<file path="src/rtl/bas_pkg.sv">
package bas_pkg;

  // Default number of words the stack can hold.
  localparam int unsigned DefaultDepth = 8;

  // Widths of the request and response fields.
  localparam int unsigned FuncWidth   = 4;
  localparam int unsigned PosWidth    = 3;
  localparam int unsigned DataWidth   = 32;
  localparam int unsigned IndexWidth  = 4;
  localparam int unsigned StatusWidth = 3;
  localparam int unsigned CountWidth  = 4;

  // Search result when no entry matches.
  localparam logic [IndexWidth-1:0] FoundNone = '1;

  typedef enum logic [FuncWidth-1:0] {
    FN_PUSH      = 4'd0,
    FN_POP       = 4'd1,
    FN_PEEK      = 4'd2,
    FN_UPDATE    = 4'd3,
    FN_SEARCH    = 4'd4,
    FN_INSERT    = 4'd5,
    FN_DEL_FIRST = 4'd6,
    FN_DEL_LAST  = 4'd7,
    FN_DEL_AT    = 4'd8
  } func_e;

  typedef enum logic [StatusWidth-1:0] {
    ST_OK        = 3'd0,
    ST_OVERFLOW  = 3'd1,
    ST_UNDERFLOW = 3'd2,
    ST_BADPOS    = 3'd3,
    ST_NOTFOUND  = 3'd4
  } status_e;

endpackage

</file>
<file path="src/rtl/bas_in_if.sv">
interface bas_in_if;
  logic               valid;
  logic               ready;
  logic [3:0]         func;
  logic [2:0]         position;
  logic signed [31:0] value;

  modport source (output valid, func, position, value, input ready);
  modport sink (input valid, func, position, value, output ready);
endinterface

</file>
<file path="src/rtl/bas_out_if.sv">
interface bas_out_if;
  logic               valid;
  logic               ready;
  logic signed [31:0] read_data;
  logic signed [3:0]  found_index;
  logic [2:0]         status;
  logic [3:0]         fill_count;
  logic               is_empty;
  logic               is_full;

  modport source (
    output valid, read_data, found_index, status, fill_count, is_empty, is_full,
    input ready
  );
  modport sink (
    input valid, read_data, found_index, status, fill_count, is_empty, is_full,
    output ready
  );
endinterface

</file>
<file path="src/rtl/bounded_array_stack_list.sv">
// Bounded stack of DEPTH signed 32-bit words with positional access. Each request
// on in_i names one operation (push, pop, peek, update, search, insert, delete
// first, delete last, delete at) and produces exactly one response on out_o with
// the read word, the search index, a status code and the count, empty and full
// flags after the operation. The words live in a single-port-write memory with
// one registered read port, so every entry that an operation touches passes
// through a read state and an execute state in the sequencer. Push, update,
// delete last, error cases and unused codes go from acceptance straight to the
// finished state; pop and peek read one entry; search reads entries until a
// match or the count (at most DEPTH); insert moves m entries up and then writes
// the new word; delete first and delete at move m entries down (m at most
// DEPTH - 1). The input is ready only while the sequencer is idle. The
// response is held in an output register, so the next request is accepted while
// a finished response still waits to be taken; a second response then waits in
// the sequencer until the output register frees up. Entries are not cleared at
// reset and never need to be, since only positions below the count are read.
module bounded_array_stack_list #(
  parameter int unsigned DEPTH = bas_pkg::DefaultDepth
) (
  input  logic      clk_i,
  input  logic      rst_ni,
  bas_in_if.sink    in_i,
  bas_out_if.source out_o
);
  import bas_pkg::*;

  // Address, count and comparison widths follow from the depth.
  localparam int unsigned IW = (DEPTH > 1) ? $clog2(DEPTH) : 1;
  localparam int unsigned CW = $clog2(DEPTH + 1);
  localparam int unsigned PW = (CW > PosWidth) ? CW : PosWidth;
  localparam logic [CW-1:0] FullCount = CW'(DEPTH);

  // Sequencer states.
  localparam logic [2:0] S_IDLE = 3'd0;
  localparam logic [2:0] S_RD   = 3'd1;
  localparam logic [2:0] S_EXE  = 3'd2;
  localparam logic [2:0] S_PUT  = 3'd3;
  localparam logic [2:0] S_DONE = 3'd4;

  logic [2:0]           state_q, state_d;
  logic [CW-1:0]        occ_q, occ_d;
  logic [CW-1:0]        ptr_q, ptr_d;
  func_e                func_q, func_d;
  logic [PosWidth-1:0]  pos_q, pos_d;
  logic [DataWidth-1:0] value_q, value_d;
  logic [DataWidth-1:0] rd_q, rd_d;
  logic [IndexWidth-1:0] found_q, found_d;
  status_e              status_q, status_d;

  logic                  out_valid_q, out_valid_d;
  logic [DataWidth-1:0]  out_data_q, out_data_d;
  logic [IndexWidth-1:0] out_found_q, out_found_d;
  logic [StatusWidth-1:0] out_status_q, out_status_d;
  logic [CountWidth-1:0] out_count_q, out_count_d;
  logic                  out_empty_q, out_empty_d;
  logic                  out_full_q, out_full_d;

  // Entry storage: one write and one registered read per cycle.
  logic [DataWidth-1:0] mem [DEPTH];
  logic [DataWidth-1:0] rdata_q;
  logic                 mem_we;
  logic [IW-1:0]        mem_waddr;
  logic [DataWidth-1:0] mem_wdata;
  logic                 mem_re;
  logic [IW-1:0]        mem_raddr;

  func_e                in_func;
  logic [PW-1:0]        in_pos_ext;
  logic [PW-1:0]        pos_q_ext;
  logic [PW-1:0]        occ_ext;
  logic                 is_empty;
  logic                 is_full;
  logic [CW-1:0]        ptr_inc;
  logic [CW-1:0]        ptr_dec;
  logic [CW-1:0]        del_start;
  logic                 out_load;

  assign in_func    = func_e'(in_i.func);
  assign in_pos_ext = PW'(in_i.position);
  assign pos_q_ext  = PW'(pos_q);
  assign occ_ext    = PW'(occ_q);
  assign is_empty   = (occ_q == '0);
  assign is_full    = (occ_q == FullCount);
  assign ptr_inc    = ptr_q + CW'(1);
  assign ptr_dec    = ptr_q - CW'(1);
  assign del_start  = (in_func == FN_DEL_AT) ? CW'(in_i.position) : '0;

  assign in_i.ready = (state_q == S_IDLE);
  assign out_load   = (state_q == S_DONE) && (!out_valid_q || out_o.ready);

  always_comb begin
    state_d   = state_q;
    occ_d     = occ_q;
    ptr_d     = ptr_q;
    func_d    = func_q;
    pos_d     = pos_q;
    value_d   = value_q;
    rd_d      = rd_q;
    found_d   = found_q;
    status_d  = status_q;
    mem_we    = 1'b0;
    mem_waddr = ptr_q[IW-1:0];
    mem_wdata = rdata_q;
    mem_re    = 1'b0;
    mem_raddr = ptr_q[IW-1:0];

    unique case (state_q)
      S_IDLE: begin
        if (in_i.valid) begin
          func_d   = in_func;
          pos_d    = in_i.position;
          value_d  = in_i.value;
          rd_d     = '0;
          found_d  = FoundNone;
          status_d = ST_OK;
          state_d  = S_DONE;
          case (in_func) inside
            FN_PUSH: begin
              if (is_full) begin
                status_d = ST_OVERFLOW;
              end else begin
                mem_we    = 1'b1;
                mem_waddr = occ_q[IW-1:0];
                mem_wdata = in_i.value;
                occ_d     = occ_q + CW'(1);
              end
            end
            FN_POP: begin
              if (is_empty) begin
                status_d = ST_UNDERFLOW;
              end else begin
                occ_d   = occ_q - CW'(1);
                ptr_d   = occ_q - CW'(1);
                state_d = S_RD;
              end
            end
            FN_PEEK: begin
              if (is_empty) begin
                status_d = ST_UNDERFLOW;
              end else if (in_pos_ext >= occ_ext) begin
                status_d = ST_BADPOS;
              end else begin
                ptr_d   = CW'(in_i.position);
                state_d = S_RD;
              end
            end
            FN_UPDATE: begin
              if (in_pos_ext >= occ_ext) begin
                status_d = ST_BADPOS;
              end else begin
                mem_we    = 1'b1;
                mem_waddr = IW'(in_i.position);
                mem_wdata = in_i.value;
              end
            end
            FN_SEARCH: begin
              status_d = ST_NOTFOUND;
              if (!is_empty) begin
                ptr_d   = '0;
                state_d = S_RD;
              end
            end
            FN_INSERT: begin
              if (is_full) begin
                status_d = ST_OVERFLOW;
              end else if (in_pos_ext > occ_ext) begin
                status_d = ST_BADPOS;
              end else begin
                ptr_d   = occ_q;
                state_d = (in_pos_ext == occ_ext) ? S_PUT : S_RD;
              end
            end
            FN_DEL_FIRST, FN_DEL_AT: begin
              if (is_empty) begin
                status_d = ST_UNDERFLOW;
              end else if ((in_func == FN_DEL_AT) && (in_pos_ext >= occ_ext)) begin
                status_d = ST_BADPOS;
              end else if ((CW + 1)'(del_start) + (CW + 1)'(1) >= (CW + 1)'(occ_q)) begin
                occ_d = occ_q - CW'(1);
              end else begin
                ptr_d   = del_start;
                state_d = S_RD;
              end
            end
            FN_DEL_LAST: begin
              if (is_empty) begin
                status_d = ST_UNDERFLOW;
              end else begin
                occ_d = occ_q - CW'(1);
              end
            end
            default: begin
            end
          endcase
        end
      end

      S_RD: begin
        // Insert moves entries up, so it reads below the pointer; deletes
        // move entries down and read above it.
        mem_re = 1'b1;
        case (func_q) inside
          FN_INSERT:               mem_raddr = ptr_dec[IW-1:0];
          FN_DEL_FIRST, FN_DEL_AT: mem_raddr = ptr_inc[IW-1:0];
          default:                 mem_raddr = ptr_q[IW-1:0];
        endcase
        state_d = S_EXE;
      end

      S_EXE: begin
        state_d = S_DONE;
        case (func_q) inside
          FN_POP, FN_PEEK: begin
            rd_d = rdata_q;
          end
          FN_SEARCH: begin
            if (rdata_q == value_q) begin
              found_d  = IndexWidth'(ptr_q);
              status_d = ST_OK;
            end else if (ptr_inc < occ_q) begin
              ptr_d   = ptr_inc;
              state_d = S_RD;
            end
          end
          FN_INSERT: begin
            mem_we    = 1'b1;
            mem_waddr = ptr_q[IW-1:0];
            ptr_d     = ptr_dec;
            state_d   = (PW'(ptr_dec) == pos_q_ext) ? S_PUT : S_RD;
          end
          FN_DEL_FIRST, FN_DEL_AT: begin
            mem_we    = 1'b1;
            mem_waddr = ptr_q[IW-1:0];
            ptr_d     = ptr_inc;
            if ((CW + 1)'(ptr_q) + (CW + 1)'(2) >= (CW + 1)'(occ_q)) begin
              occ_d = occ_q - CW'(1);
            end else begin
              state_d = S_RD;
            end
          end
          default: begin
          end
        endcase
      end

      S_PUT: begin
        mem_we    = 1'b1;
        mem_waddr = IW'(pos_q);
        mem_wdata = value_q;
        occ_d     = occ_q + CW'(1);
        state_d   = S_DONE;
      end

      S_DONE: begin
        if (out_load) begin
          state_d = S_IDLE;
        end
      end

      default: begin
        state_d = S_IDLE;
      end
    endcase
  end

  // Output register: loads a finished response, clears once it is taken.
  always_comb begin
    out_valid_d  = out_valid_q && !out_o.ready;
    out_data_d   = out_data_q;
    out_found_d  = out_found_q;
    out_status_d = out_status_q;
    out_count_d  = out_count_q;
    out_empty_d  = out_empty_q;
    out_full_d   = out_full_q;
    if (out_load) begin
      out_valid_d  = 1'b1;
      out_data_d   = rd_q;
      out_found_d  = found_q;
      out_status_d = status_q;
      out_count_d  = CountWidth'(occ_q);
      out_empty_d  = is_empty;
      out_full_d   = is_full;
    end
  end

  always_ff @(posedge clk_i or negedge rst_ni) begin
    if (!rst_ni) begin
      state_q     <= S_IDLE;
      occ_q       <= '0;
      out_valid_q <= 1'b0;
    end else begin
      state_q     <= state_d;
      occ_q       <= occ_d;
      out_valid_q <= out_valid_d;
    end
  end

  always_ff @(posedge clk_i) begin
    ptr_q        <= ptr_d;
    func_q       <= func_d;
    pos_q        <= pos_d;
    value_q      <= value_d;
    rd_q         <= rd_d;
    found_q      <= found_d;
    status_q     <= status_d;
    out_data_q   <= out_data_d;
    out_found_q  <= out_found_d;
    out_status_q <= out_status_d;
    out_count_q  <= out_count_d;
    out_empty_q  <= out_empty_d;
    out_full_q   <= out_full_d;
  end

  always_ff @(posedge clk_i) begin
    if (mem_we) begin
      mem[mem_waddr] <= mem_wdata;
    end
    if (mem_re) begin
      rdata_q <= mem[mem_raddr];
    end
  end

  assign out_o.valid       = out_valid_q;
  assign out_o.read_data   = out_data_q;
  assign out_o.found_index = out_found_q;
  assign out_o.status      = out_status_q;
  assign out_o.fill_count  = out_count_q;
  assign out_o.is_empty    = out_empty_q;
  assign out_o.is_full     = out_full_q;

`ifndef NO_ASSERTIONS
  // The count never exceeds the capacity.
  a_occ_bound: assert property (@(posedge clk_i) disable iff (!rst_ni)
    occ_q <= FullCount)
    else $error("stack count exceeds capacity");

  // An accepted request always starts the sequencer.
  a_accept_busy: assert property (@(posedge clk_i) disable iff (!rst_ni)
    (in_i.valid && in_i.ready) |=> (state_q != S_IDLE))
    else $error("accepted request left the sequencer idle");

  // The count moves by at most one entry per cycle.
  a_occ_step: assert property (@(posedge clk_i) disable iff (!rst_ni)
    (occ_q == $past(occ_q)) || (occ_q == $past(occ_q) + CW'(1))
      || (occ_q == $past(occ_q) - CW'(1)))
    else $error("stack count jumped by more than one");

  // In the read state the walk pointer never exceeds the count.
  a_ptr_bound: assert property (@(posedge clk_i) disable iff (!rst_ni)
    (state_q == S_RD) |-> (ptr_q <= occ_q))
    else $error("walk pointer beyond stack count");
`endif

endmodule

</file>
<file path="src/flat_wrapper.sv">
// flat-port wrapper written by rule: the top's interface ports become plain ports
module bounded_array_stack_list_flat import bas_pkg::*;
#(
  parameter int unsigned DEPTH = bas_pkg::DefaultDepth
)
  (clk_i, rst_ni, in_i_valid, in_i_func, in_i_position, in_i_value, in_i_ready, out_o_valid, out_o_read_data, out_o_found_index, out_o_status, out_o_fill_count, out_o_is_empty, out_o_is_full, out_o_ready);
  bas_in_if in_i_i ();
  bas_out_if out_o_i ();
  input  logic clk_i;
  input  logic rst_ni;
  input wire logic [$bits(in_i_i.valid)-1:0] in_i_valid;
  input wire logic [$bits(in_i_i.func)-1:0] in_i_func;
  input wire logic [$bits(in_i_i.position)-1:0] in_i_position;
  input wire logic [$bits(in_i_i.value)-1:0] in_i_value;
  output wire logic [$bits(in_i_i.ready)-1:0] in_i_ready;
  output wire logic [$bits(out_o_i.valid)-1:0] out_o_valid;
  output wire logic [$bits(out_o_i.read_data)-1:0] out_o_read_data;
  output wire logic [$bits(out_o_i.found_index)-1:0] out_o_found_index;
  output wire logic [$bits(out_o_i.status)-1:0] out_o_status;
  output wire logic [$bits(out_o_i.fill_count)-1:0] out_o_fill_count;
  output wire logic [$bits(out_o_i.is_empty)-1:0] out_o_is_empty;
  output wire logic [$bits(out_o_i.is_full)-1:0] out_o_is_full;
  input wire logic [$bits(out_o_i.ready)-1:0] out_o_ready;
  assign in_i_i.valid = in_i_valid;
  assign in_i_i.func = in_i_func;
  assign in_i_i.position = in_i_position;
  assign in_i_i.value = in_i_value;
  assign in_i_ready = in_i_i.ready;
  assign out_o_valid = out_o_i.valid;
  assign out_o_read_data = out_o_i.read_data;
  assign out_o_found_index = out_o_i.found_index;
  assign out_o_status = out_o_i.status;
  assign out_o_fill_count = out_o_i.fill_count;
  assign out_o_is_empty = out_o_i.is_empty;
  assign out_o_is_full = out_o_i.is_full;
  assign out_o_i.ready = out_o_ready;
  bounded_array_stack_list #(.DEPTH(DEPTH)) u_core (.clk_i(clk_i), .rst_ni(rst_ni), .in_i(in_i_i), .out_o(out_o_i));
endmodule
</file>
<file path="config.mk">
export PLATFORM = sky130hd
export DESIGN_NAME = bounded_array_stack_list_flat
export DESIGN_NICKNAME = d
export VERILOG_FILES = /design/src/rtl/bas_pkg.sv /design/src/rtl/bas_in_if.sv /design/src/rtl/bas_out_if.sv /design/src/rtl/bounded_array_stack_list.sv /design/src/flat_wrapper.sv
export SDC_FILE = /design/constraint.sdc
export NUM_CORES = 1
export LEC_CHECK = 0
export BUFFER_PORTS_ARGS = -buffer_cell sky130_fd_sc_hd__buf_2
export CAP_MARGIN = 20
export CORE_UTILIZATION = 30
export CTS_BUF_LIST = sky130_fd_sc_hd__clkbuf_8
export DETAILED_ROUTE_END_ITERATION = 12
export GPL_TIMING_DRIVEN = 0
export HOLD_SLACK_MARGIN = 0.1
export PLACE_DENSITY = 0.52
export SKIP_LAST_GASP = 1
export SLEW_MARGIN = 25
export SYNTH_ARGS = -nofsm -noshare
export SYNTH_HDL_FRONTEND = slang
export SYNTH_SLANG_ARGS = --single-unit
</file>
<file path="constraint.sdc">
create_clock -name clk_i -period 4.6 [get_ports clk_i]
set_input_delay 0.46 -clock clk_i [delete_from_list [all_inputs] [get_ports clk_i]]
set_output_delay 0.46 -clock clk_i [all_outputs]
set_load 0.05 [all_outputs]
</file>
==> summary.md, run 1 <==
| Metric | Value |
|---|---|
| Clock transition at path regs | 0.06 ns |
| Critical path capture point type | flop |
| Post-route setup slack | 0.258 ns |
| Fmax | 230 MHz |
| Max cap viols | 0 |
| Top Metal Used | met4 |
| Hold Path Class | input port to flop |
| Tot GR Track Use | 15.7% |
| Final setup viols | 0 |
| Final period utilization | 94.4% |
| Worst hold path startpoint | in_i_func[0] |
| Routed WL | 48.5 mm |
| Avg Inst Size Synth | 16.4 um^2 |
| Number of global-route vias before repair | 11000 |
| DP Area | 20400 um^2 |
| RSZ-0062 raised after global routing | no |
| Power after layout | 11.4 mW |
| Yosys warning count | 0 |
| Yosys cell types | 73 |
| Initial antenna violation count | 1 |
| Post-synth EDFFs | 415 |
| # nets final | 1410 |
| CTS tree | yes |
| Mapped Area | 18300 um^2 |
| Post-route ant nets | 0 |
| CTS buffer count | 72 |
| Final Cell Area | 22200 um^2 |
| Synth top area share | 67.9% |
| Initial core utilization | 30.4% |
| Grt total ovfl | 0 |
| Largest net degree at the start of global routing | 46 |
| Asr flop ratio synth | 1.89% |
| Crit start category | flop |
| Mapped Nets | 1182 |
| Row count | 90 |
| Port buffer count | 89 |
| Fin. max-slew vios | 0 |
| Initial drt markers | 853 |
| Via density | 4.85 |
| Post-synth top cells | 415 x edfxtp_1, 67 x mux2i_1, 47 x inv_1, 41 x xnor2_1, 35 x and2_1 |
| Pwr/cell area | 514 nW/um^2 |
| Fill cells | 5760 |
| Req. time, crit path | 4.92 ns |
| Clock Path Buffers | 3 |
| Drt wl/cell | 22.2 um |
| Num ports | 90 |
| Sequential area share after synthesis | 69.0% |
| First-pass GRT wire length | 71.8 mm |
| Synth top area cells | edfxtp_1 68%, mux2i_1 3.7%, mux2_4 2.6% |
| Worst-Margin Slew | 1.09 ns |
| Min Clock Period, post-route | 4.34 ns |
| CP max FO | 18 |
| Leak | 7.77 nW |
| Final Hold Vio Count | 0 |
| Cell taking the most area after synthesis | edfxtp_1 |
| Peak supply drop | 0.159 mV |
| Core ar. | 60400 um^2 |
| Crit Path Class | flop to flop |
| Die width | 249 um |
| Die Span Y | 249 um |
| Synth Register Bits | 423 |
| Routability cong. | 0.872 |
| Area Overhead vs Synth | 20.7% |
| # clock sinks | 423 |
| DRT met1 WL | 21.3 mm |
| Clock Skew | 0.0262 ns |
| Post-Syn Instances | 1116 |
| CTS root buf | clkbuf_8 |
| Die area | 62200 um^2 |
| WL met2 | 23.5 mm |
| Fraction of layout cells with a size suffix above 1 | 26.9% |
| Drt pass-1 iters | 6 |
| Clock latency on the worst-skew pair | 0.64 ns |
| Final setup TNS | 0 ns |
| Post-CTS setup buffers | 0 |
| Outcome | finished clean |
| Cell with the most instances after synthesis | edfxtp_1 |
| DR vias | 10600 |
| Arrival time worst endpoint | 4.66 ns |
| Reg-to-Reg Start | u_core.occ_ext[0]$_DFFE_PN0P_ |
| Main synth FF type | edfxtp_1 |
| HPWL Detailed | 33.4 mm |
| DRC | 0 |
| H-tree depth | 3 |
| Worst setup path start | u_core.occ_ext[0]$_DFFE_PN0P_ |
| Slew headroom | 27.5% |
| Met3 wire len | 2.53 mm |
| Pre-CTS setup slack | 0.179 ns |
what timing repair did:
action,4_1_cts,5_1_grt
endpoints found under the hold margin,47,0
resized for setup,0,0
hold buffers,40,0
per-layer routing:
metal | track usage [%] | vias to the layer above
met4 | 5.80 | 0
met2 | 26.0 | 295
li1 | - | 4899
met5 | 0 | -
met3 | 3.12 | 74
met1 | 20.2 | 5312
critical path, cell delays in order, from the launching register on:
cell and delay, ns:
dfrtp_1 0.73, ha_1 0.36, nand2b_1 0.16, a211oi_2 0.53, o211ai_2 0.26, a21oi_2 0.53
a211oi_1 0.14, or2_1 0.42, nor2_4 0.60, buf_12 0.27
metrics by stage:
stage	utilization, %	hold slack (ns)	std cells
6_report	36.7	0.163	2183
5_1_grt	36.7	0.136	2183
4_1_cts	36.7	0.101	2182
3_5_place_dp	33.8	0.338	2012
3_3_place_gp	32.8	0.332	1987
2_1_floorplan	-	0.164	1116
worst paths after layout:
check                                                        to  slack [ns]  cells past startpoint
min in group asynchronous         u_core.occ_ext[3]$_DFFE_PN0P_        0.20                      2
hold reg to reg            u_core.out_o.read_data[29]$_DFFE_PP_        0.42                      0
max in group asynchronous          u_core.out_o.valid$_DFF_PN0_        4.20                      2
setup reg to reg                     u_core.mem[7][2]$_DFFE_PP_        0.26                      9
setup / recovery                     u_core.mem[7][2]$_DFFE_PP_        0.26                      9
hold / removal                       u_core.func_q[0]$_DFFE_PP_        0.16                      1
layout by cell type (no fill, tap or decap), drive strengths merged, types with 35 or more instances in the layout:
master,synthesis,layout
edfxtp,415,415
buf,34,148
clkbuf,23,97
mux2i,68,68
inv,48,68
mux2,65,65
xnor2,42,42
dlygate4sd3,0,40
o22ai,38,38
and2,35,35
a221oi,35,35
state kept, by name (all words and copies together), names as in the netlist, 32 cells and up:
name and cells:
u_core.value_q 32, u_core.mem 256, u_core.rdata_q 32, u_core.out_o.read_data 32, u_core.rd_q 32
power breakdown:
| group | total, mW | switching [mW] | internal, mW |
|---|---|---|---|
| sequential | 5.04 | 0.212 | 4.83 |
| combinational | 3.07 | 2.04 | 1.04 |
| clock | 3.27 | 1.55 | 1.72 |
logic make-up (layout without fill, tap and decap cells):
| group | after synthesis | in the layout | synth area share [%] |
|---|---|---|---|
| muxes | 133 | 133 | 8.42 |
| xor gates and xnor gates | 47 | 47 | 2.28 |
| adders and majority gates | 23 | 23 | 1.57 |
| buffers and inverters | 105 | 389 | 2.77 |
| other | 0 | 1 | 0 |
| DFF | 423 | 423 | 69.0 |
| AOI/OAI and AO/OA | 206 | 206 | 10.5 |
| and+or+nand+nor | 179 | 179 | 5.47 |
layout make-up:
cell class	instances	area, um^2	area share [%]
Multi-Input combinational cell	588	5280	23.8
Antenna cell	1	2.50	0.0113
Sequential cell	423	12700	57.2
Timing Repair Buffer	154	1360	6.14
Clock buffer	74	1020	4.60
Inverter	48	183	0.825
Buffer	57	328	1.48
Clock inverter	56	343	1.55
Tap cell	782	978	4.42
No activity file was read; power rests on OpenSTA's default activity.
==> run 2: changes to the inputs <==
--- a/config.mk
+++ b/config.mk
@@ -8,4 +8,5 @@
 export BUFFER_PORTS_ARGS = -buffer_cell sky130_fd_sc_hd__buf_2
 export CAP_MARGIN = 20
+export CORE_MARGIN = 4
 export CORE_UTILIZATION = 30
 export CTS_BUF_LIST = sky130_fd_sc_hd__clkbuf_8
@@ -13,4 +14,5 @@
 export GPL_TIMING_DRIVEN = 0
 export HOLD_SLACK_MARGIN = 0.1
+export MAX_ROUTING_LAYER = met4
 export PLACE_DENSITY = 0.52
 export SKIP_LAST_GASP = 1
==> constraint.sdc (replaced) <==
create_clock -name clk_i -period 4.6 [get_ports clk_i]
set_input_delay 0.46 -clock clk_i [delete_from_list [all_inputs] [get_ports clk_i]]
set_output_delay 0.46 -clock clk_i [all_outputs]
set_load 0.005 [all_outputs]
==> run 2 against run 1 <==
Against the previous run:
- sequential power is essentially flat
- first-iteration DRC count increased by 4.7%
- via count increased by 0.54%
- flip-flop and latch count is the same
- wire length increased by 2.1%
- die area up 4.9%
- clock skew is 0.00079 ns higher
- clock power decreased by 8.6%
- core utilization shrank 0.12 points
- combinational power down 13%
==> summary.md, run 2 (synthesized netlist as in run 1, its figures left out) <==
| Metric | Value |
|---|---|
| Outcome | finished clean (unchanged) |
| H-tree depth | 3 (unchanged) |
| Fill cells | 5691 (was 5760) |
| Hold Slack | 0.187 ns (was 0.163 ns) |
| Post-route setup slack | 0.302 ns (was 0.258 ns) |
| Largest net degree at the start of global routing | 46 (unchanged) |
| Initial drt markers | 893 (was 853) |
| Req. time, crit path | 4.92 ns (about the same) |
| Final setup viols | 0 (unchanged) |
| Worst hold path startpoint | in_i_func[1] (was in_i_func[0]) |
| Pwr/cell area | 484 nW/um^2 (was 514 nW/um^2) |
| Leak | 7.77 nW (about the same) |
| Number of global-route vias before repair | 11100 (was 11000) |
| Routed WL | 49.5 mm (was 48.5 mm) |
| Row count | 90 (unchanged) |
| Reg2reg end | u_core.mem[2][22]$_DFFE_PP_ (was u_core.mem[7][2]$_DFFE_PP_) |
| Drt pass-1 iters | 6 (unchanged) |
| Core ar. | 60500 um^2 (was 60400 um^2) |
| # clock sinks | 423 (unchanged) |
| Initial core utilization | 30.3% (was 30.4%) |
| Die width | 255 um (was 249 um) |
| Critical path capture point type | flop (unchanged) |
| Peak supply drop | 0.193 mV (was 0.159 mV) |
| Area Overhead vs Synth | 20.6% (was 20.7%) |
| Tot GR Track Use | 15.5% (was 15.7%) |
| Clock latency on the worst-skew pair | 0.64 ns (about the same) |
| Flop-to-flop setup slack | 0.30 ns (was 0.26 ns) |
| Power after layout | 10.7 mW (was 11.4 mW) |
| First-pass GRT wire length | 73.8 mm (was 71.8 mm) |
| Drt wl/cell | 22.7 um (was 22.2 um) |
| Via density | 4.87 (was 4.85) |
| DRC | 0 (unchanged) |
| Crit Path Class | flop to flop (unchanged) |
| Post-route ant nets | 0 (unchanged) |
| Final period utilization | 93.4% (was 94.4%) |
| Die Span Y | 255 um (was 249 um) |
| Slew headroom | 29.2% (was 27.5%) |
| Fmax | 233 MHz (was 230 MHz) |
| Die area | 65200 um^2 (was 62200 um^2) |
| Commonest non-fill, non-tap cells in the layout | 415 x edfxtp_1, 108 x buf_2, 74 x clkbuf_8 (unchanged) |
| CTS buffer count | 72 (unchanged) |
| DR vias | 10600 (about the same) |
| Hold Path Class | input port to flop (unchanged) |
| Crit start category | flop (unchanged) |
| Pre-CTS setup slack | 0.106 ns (was 0.179 ns) |
| Reg-to-Reg Start | u_core.occ_ext[1]$_DFFE_PN0P_ (was u_core.occ_ext[0]$_DFFE_PN0P_) |
| # nets final | 1416 (was 1410) |
| Max reg flops | 256 (unchanged) |
| Arrival time worst endpoint | 4.62 ns (was 4.66 ns) |
| Clock transition at path regs | 0.06 ns (about the same) |
| Grt total ovfl | 0 (unchanged) |
| R2R depth | 10 (was 9) |
| Worst-Margin Slew | 1.06 ns (was 1.09 ns) |
| Largest Register | u_core.mem (unchanged) |
| HPWL Detailed | 34.5 mm (was 33.4 mm) |
| Hold Path End | u_core.func_q[1]$_DFFE_PP_ (was u_core.func_q[0]$_DFFE_PP_) |
| DP Area | 20400 um^2 (about the same) |
| Initial antenna violation count | 1 (unchanged) |
| Fin. max-slew vios | 0 (unchanged) |
| Commonest non-fill, non-tap cell in the layout | edfxtp_1 (unchanged) |
| CTS tree | yes (unchanged) |
| Fraction of layout cells with a size suffix above 1 | 26.9% (about the same) |
| Min Clock Period, post-route | 4.30 ns (was 4.34 ns) |
| Port buffer count | 89 (unchanged) |
| Num ports | 90 (unchanged) |
| Final Hold Vio Count | 0 (unchanged) |
| CP max FO | 15 (was 18) |
| Min-Delay Path Depth | 1 (unchanged) |
| RSZ-0062 raised after global routing | no (unchanged) |
| Max cap viols | 0 (unchanged) |
| Routability cong. | 0.859 (was 0.872) |
| Clock Skew | 0.0270 ns (was 0.0262 ns) |
| Final Cell Area | 22100 um^2 (was 22200 um^2) |
| CTS root buf | clkbuf_8 (unchanged) |
| Clock Path Buffers | 3 (unchanged) |
run 2: cell count changes in the layout (fill, tap and decap cells not counted), sizes merged, moves of 3 or more:
cell | before | now
buf | 148 | 155
clkinv | 30 | 17
clkinvlp | 2 | 5
bufinv | 4 | 0
inv | 68 | 76
run 2: area by class of cell:
cell class	count	area, um^2	area share, %
flip-flops and latches	423	12700	57.2
multi-input cells	588	5290	23.9
repair buffers	160	1430	6.46
clock buffers	74	1020	4.60
well taps	782	978	4.42
plain buffers	57	328	1.48
clock inverters	50	225	1.02
inverters	48	183	0.826
diodes	2	5.00	0.0226
run 2: worst max path at each step:
| stage | endpoint | slack [ns] | start | cells after the start |
|---|---|---|---|---|
| final | u_core.mem[2][22]$_DFFE_PP_ | 0.30 | u_core.occ_ext[1]$_DFFE_PN0P_ | 10 |
| after floorplan | u_core.mem[1][0]$_DFFE_PP_ | 0.36 | u_core.state_q[2]$_DFFE_PN0P_ | 9 |
| after global routing | u_core.mem[2][13]$_DFFE_PP_ | 0.1 | u_core.occ_ext[1]$_DFFE_PN0P_ | 10 |
| after CTS | u_core.mem[1][27]$_DFFE_PP_ | 0.07 | u_core.occ_ext[1]$_DFFE_PN0P_ | 10 |
| after detailed placement | u_core.mem[5][27]$_DFFE_PP_ | 0.11 | u_core.occ_ext[1]$_DFFE_PN0P_ | 10 |
| after global placement | u_core.mem[0][27]$_DFFE_PP_ | -2.50 | in_i_valid | 9 |
run 2: routing by layer:
layer | vias up | track usage [%] | part of all wire, %
met5 | - | - | 0
met1 | 5351 | 19.4 | 44
li1 | 4905 | - | -
met3 | 74 | 2.73 | 4.7
met4 | 0 | 5.33 | 2.5
met2 | 307 | 25.5 | 49
run 2: where the power goes:
part           internal [mW]  switching, mW
registers               4.83          0.216
logic                   1.04           1.64
clock network           1.49           1.50
run 2: critical path, stage by stage (launching register included):
cell	delay [ns]
dfrtp_1	0.60
inv_1	0.36
ha_1	0.42
a211oi_2	0.54
o211ai_2	0.29
a21oi_4	0.40
a211oi_1	0.12
nand2b_1	0.38
nor2_4	0.46
buf_16	0.21
buf_16	0.18
run 2: repair_timing:
| action | in CTS | in global routing |
|---|---|---|
| gates resized for setup | 0 | 2 |
| hold buffers | 39 | 0 |
| setup endpoints to repair | 0 | 48 |
| buffers inserted | 0 | 4 |
| endpoints found under the hold margin | 46 | 0 |
run 2: through the flow:
step	TNS, ns	utilization (%)	cells
5_1_grt	0	36.6	2183
4_1_cts	0	36.5	2178
2_1_floorplan	0	-	1116
6_report	0	36.6	2184
3_5_place_dp	0	33.8	2015
3_3_place_gp	-648.47	32.7	1987
==> run 3: changes to the inputs <==
- PLACE_DENSITY: 0.52 -> 0.45
==> run 3 against run 2 <==
Against the previous run:
- power up 2.2%
- die area did not move
- sequential power barely moved
- core utilization about the same
- global-route usage rose by 0.49 points
- sequential share of layout area hardly changed
- design area about the same
- register-to-register slack worse by 0.11 ns
- hold slack lost 0.0091 ns
- count of clock-buffer cells in the layout is 5 higher
==> summary.md, run 3 (synthesized netlist as in run 1, its figures left out) <==
| Metric | Value |
|---|---|
| Port buffer count | 89 (unchanged) |
| Die area | 65200 um^2 (unchanged) |
| Buf+Inv Stages, Crit Path | 2 (was 3) |
| DR vias | 10800 (was 10600) |
| Min Clock Period, post-route | 4.41 ns (was 4.30 ns) |
| Leak | 7.76 nW (was 7.77 nW) |
| RSZ-0062 raised after global routing | no (unchanged) |
| CTS tree | yes (unchanged) |
| Largest net degree at the start of global routing | 46 (unchanged) |
| DRC | 0 (unchanged) |
| Clock latency on the worst-skew pair | 0.66 ns (was 0.64 ns) |
| Clock Skew | 0.0321 ns (was 0.0270 ns) |
| Routability cong. | 0.857 (was 0.859) |
| CP max FO | 13 (was 15) |
| Commonest non-fill, non-tap cell in the layout | edfxtp_1 (unchanged) |
| Fmax | 227 MHz (was 233 MHz) |
| Initial antenna violation count | 2 (was 1) |
| Pre-CTS setup slack | 0.0480 ns (was 0.106 ns) |
| Critical path capture point type | flop (unchanged) |
| Slowest stage delay, CP | 0.75 ns (was 0.60 ns) |
| Worst-Margin Slew | 1.09 ns (was 1.06 ns) |
| Final Cell Area | 22100 um^2 (about the same) |
| Row count | 90 (unchanged) |
| First-pass GRT wire length | 75.9 mm (was 73.8 mm) |
| CTS buffer count | 77 (was 72) |
| Max reg flops | 256 (unchanged) |
| HPWL Detailed | 35.1 mm (was 34.5 mm) |
| Routed WL | 50.9 mm (was 49.5 mm) |
| Hold Path Class | input port to asynchronous set/reset pin (was input port to flop) |
| Max cap viols | 0 (unchanged) |
| Core ar. | 60500 um^2 (unchanged) |
| Critical Path, Cell by Cell | ha_1, nand2b_1, a211oi_2, o211ai_2, a21oi_2, a211oi_1, nand2b_1, nor2_4, buf_16, buf_16 (was inv_1, ha_1, a211oi_2, o211ai_2, a21oi_4, a211oi_1, nand2b_1, nor2_4, buf_16, buf_16) |
| Die width | 255 um (unchanged) |
| Crit-path slowest cell | dfrtp_1 (unchanged) |
| Area Overhead vs Synth | 20.6% (about the same) |
| Fin. max-slew vios | 0 (unchanged) |
| Post-CTS setup buffers | 0 (unchanged) |
| Post-route setup slack | 0.189 ns (was 0.302 ns) |
| Crit Path Class | flop to flop (unchanged) |
| Tot GR Track Use | 16.0% (was 15.5%) |
| # clock sinks | 423 (unchanged) |
| Num ports | 90 (unchanged) |
| Critical path's top delay family | compound AO/OA/AOI/OAI gates (unchanged) |
| H-tree depth | 3 (unchanged) |
| Die Span Y | 255 um (unchanged) |
| Drt wl/cell | 23.3 um (was 22.7 um) |
| Clock transition at path regs | 0.06 ns (about the same) |
| Number of global-route vias before repair | 11300 (was 11100) |
| Largest Register | u_core.mem (unchanged) |
| # nets final | 1416 (unchanged) |
| DP Area | 20400 um^2 (about the same) |
| Final period utilization | 95.9% (was 93.4%) |
| Crit start category | flop (unchanged) |
| Slew headroom | 27.0% (was 29.2%) |
| Pwr/cell area | 495 nW/um^2 (was 484 nW/um^2) |
| Arrival time worst endpoint | 4.76 ns (was 4.62 ns) |
| Final setup viols | 0 (unchanged) |
| Final Hold Vio Count | 0 (unchanged) |
| Initial core utilization | 30.3% (unchanged) |
| Grt total ovfl | 0 (unchanged) |
| Via density | 4.95 (was 4.87) |
| Post-route ant nets | 0 (unchanged) |
| Commonest non-fill, non-tap cells in the layout | 415 x edfxtp_1, 108 x buf_2, 79 x clkbuf_8 (was 415 x edfxtp_1, 108 x buf_2, 74 x clkbuf_8) |
| Outcome | finished clean (unchanged) |
| Req. time, crit path | 4.95 ns (was 4.92 ns) |
| Clock Path Buffers | 3 (unchanged) |
| Fraction of layout cells with a size suffix above 1 | 26.8% (was 26.9%) |
| Initial drt markers | 889 (was 893) |
| Peak supply drop | 0.191 mV (was 0.193 mV) |
| Drt pass-1 iters | 6 (unchanged) |
| CTS root buf | clkbuf_8 (unchanged) |
[run 3: cell count changes in the layout (fill, tap and decap cells not counted), sizes merged]
cell,previous run,this run
clkbuf,97,102
diode,2,3
buf,155,148
clkinvlp,5,1
clkinv,17,23
dlygate4sd3,39,41
inv,76,72
bufinv,0,1
[run 3: worst paths after layout]
| check | end | cells past startpoint | slack (ns) | start |
|---|---|---|---|---|
| max | u_core.mem[4][19]$_DFFE_PP_ | 10 | 0.19 | u_core.occ_ext[0]$_DFFE_PN0P_ |
| min | u_core.state_q[1]$_DFFE_PN0P_ | 2 | 0.18 | rst_ni |
| max reg2reg | u_core.mem[4][19]$_DFFE_PP_ | 10 | 0.19 | u_core.occ_ext[0]$_DFFE_PN0P_ |
| min reg2reg | u_core.out_o.read_data[6]$_DFFE_PP_ | 0 | 0.41 | u_core.rd_q[6]$_SDFFCE_PN0P_ |
| max in group asynchronous | u_core.state_q[2]$_DFFE_PN0P_ | 2 | 4.24 | rst_ni |
| min in group clk_i | u_core.state_q[1]$_DFFE_PN0P_ | 3 | 0.27 | in_i_valid |
[run 3: area by class of cell]
class,instances,area (um^2)
Clock buffer,79,1090
Antenna cell,3,7.51
Multi-Input combinational cell,588,5280
Timing Repair Buffer,155,1350
Inverter,48,185
Tap cell,782,978
Clock inverter,49,254
Fill cell,5731,38300
Sequential cell,423,12700
Buffer,57,329
[run 3: through the flow]
step,instances,total power [mW],TNS [ns],hold slack [ns],util (%)
2_1_floorplan,1116,6.75,0,0.164,-
3_3_place_gp,1987,7.70,-681.62,0.325,32.7
3_5_place_dp,2012,7.83,0,0.330,33.7
4_1_cts,2181,11.1,0,0.131,36.6
5_1_grt,2182,11.6,0,0.186,36.6
6_report,2184,11.0,0,0.178,36.6
[run 3: what timing repair did]
action / in CTS / in global routing
setup endpoints to repair: 0 / 10
hold endpoints to repair: 48 / 0
gates resized for setup: 0 / 1
hold buffers: 41 / 0
[run 3: per-layer routing]
| layer | wire length [um] | track usage (%) | share of wire [%] | vias to the layer above |
|---|---|---|---|---|
| met5 | 0 | - | 0 | - |
| met4 | 1640 | 6.19 | 3.2 | 0 |
| met3 | 2540 | 2.91 | 5.0 | 91 |
| li1 | - | - | - | 4915 |
| met1 | 23500 | 21.3 | 46 | 5504 |
| met2 | 23300 | 24.3 | 46 | 310 |
[run 3: report_power, final]
group | total [mW] | switching, mW | internal, mW
Sequential | 5.05 | 0.217 | 4.83
Combinational | 2.69 | 1.65 | 1.04
Clock | 3.22 | 1.57 | 1.65
Total | 11.0 | 3.44 | 7.51
[run 3: worst register-to-register path, stage by stage (launching register included)]
cell and delay (ns):
dfrtp_1 0.75, ha_1 0.37, nand2b_1 0.16, a211oi_2 0.51
o211ai_2 0.27, a21oi_2 0.53, a211oi_1 0.14, nand2b_1 0.38
nor2_4 0.61, buf_16 0.24, buf_16 0.16
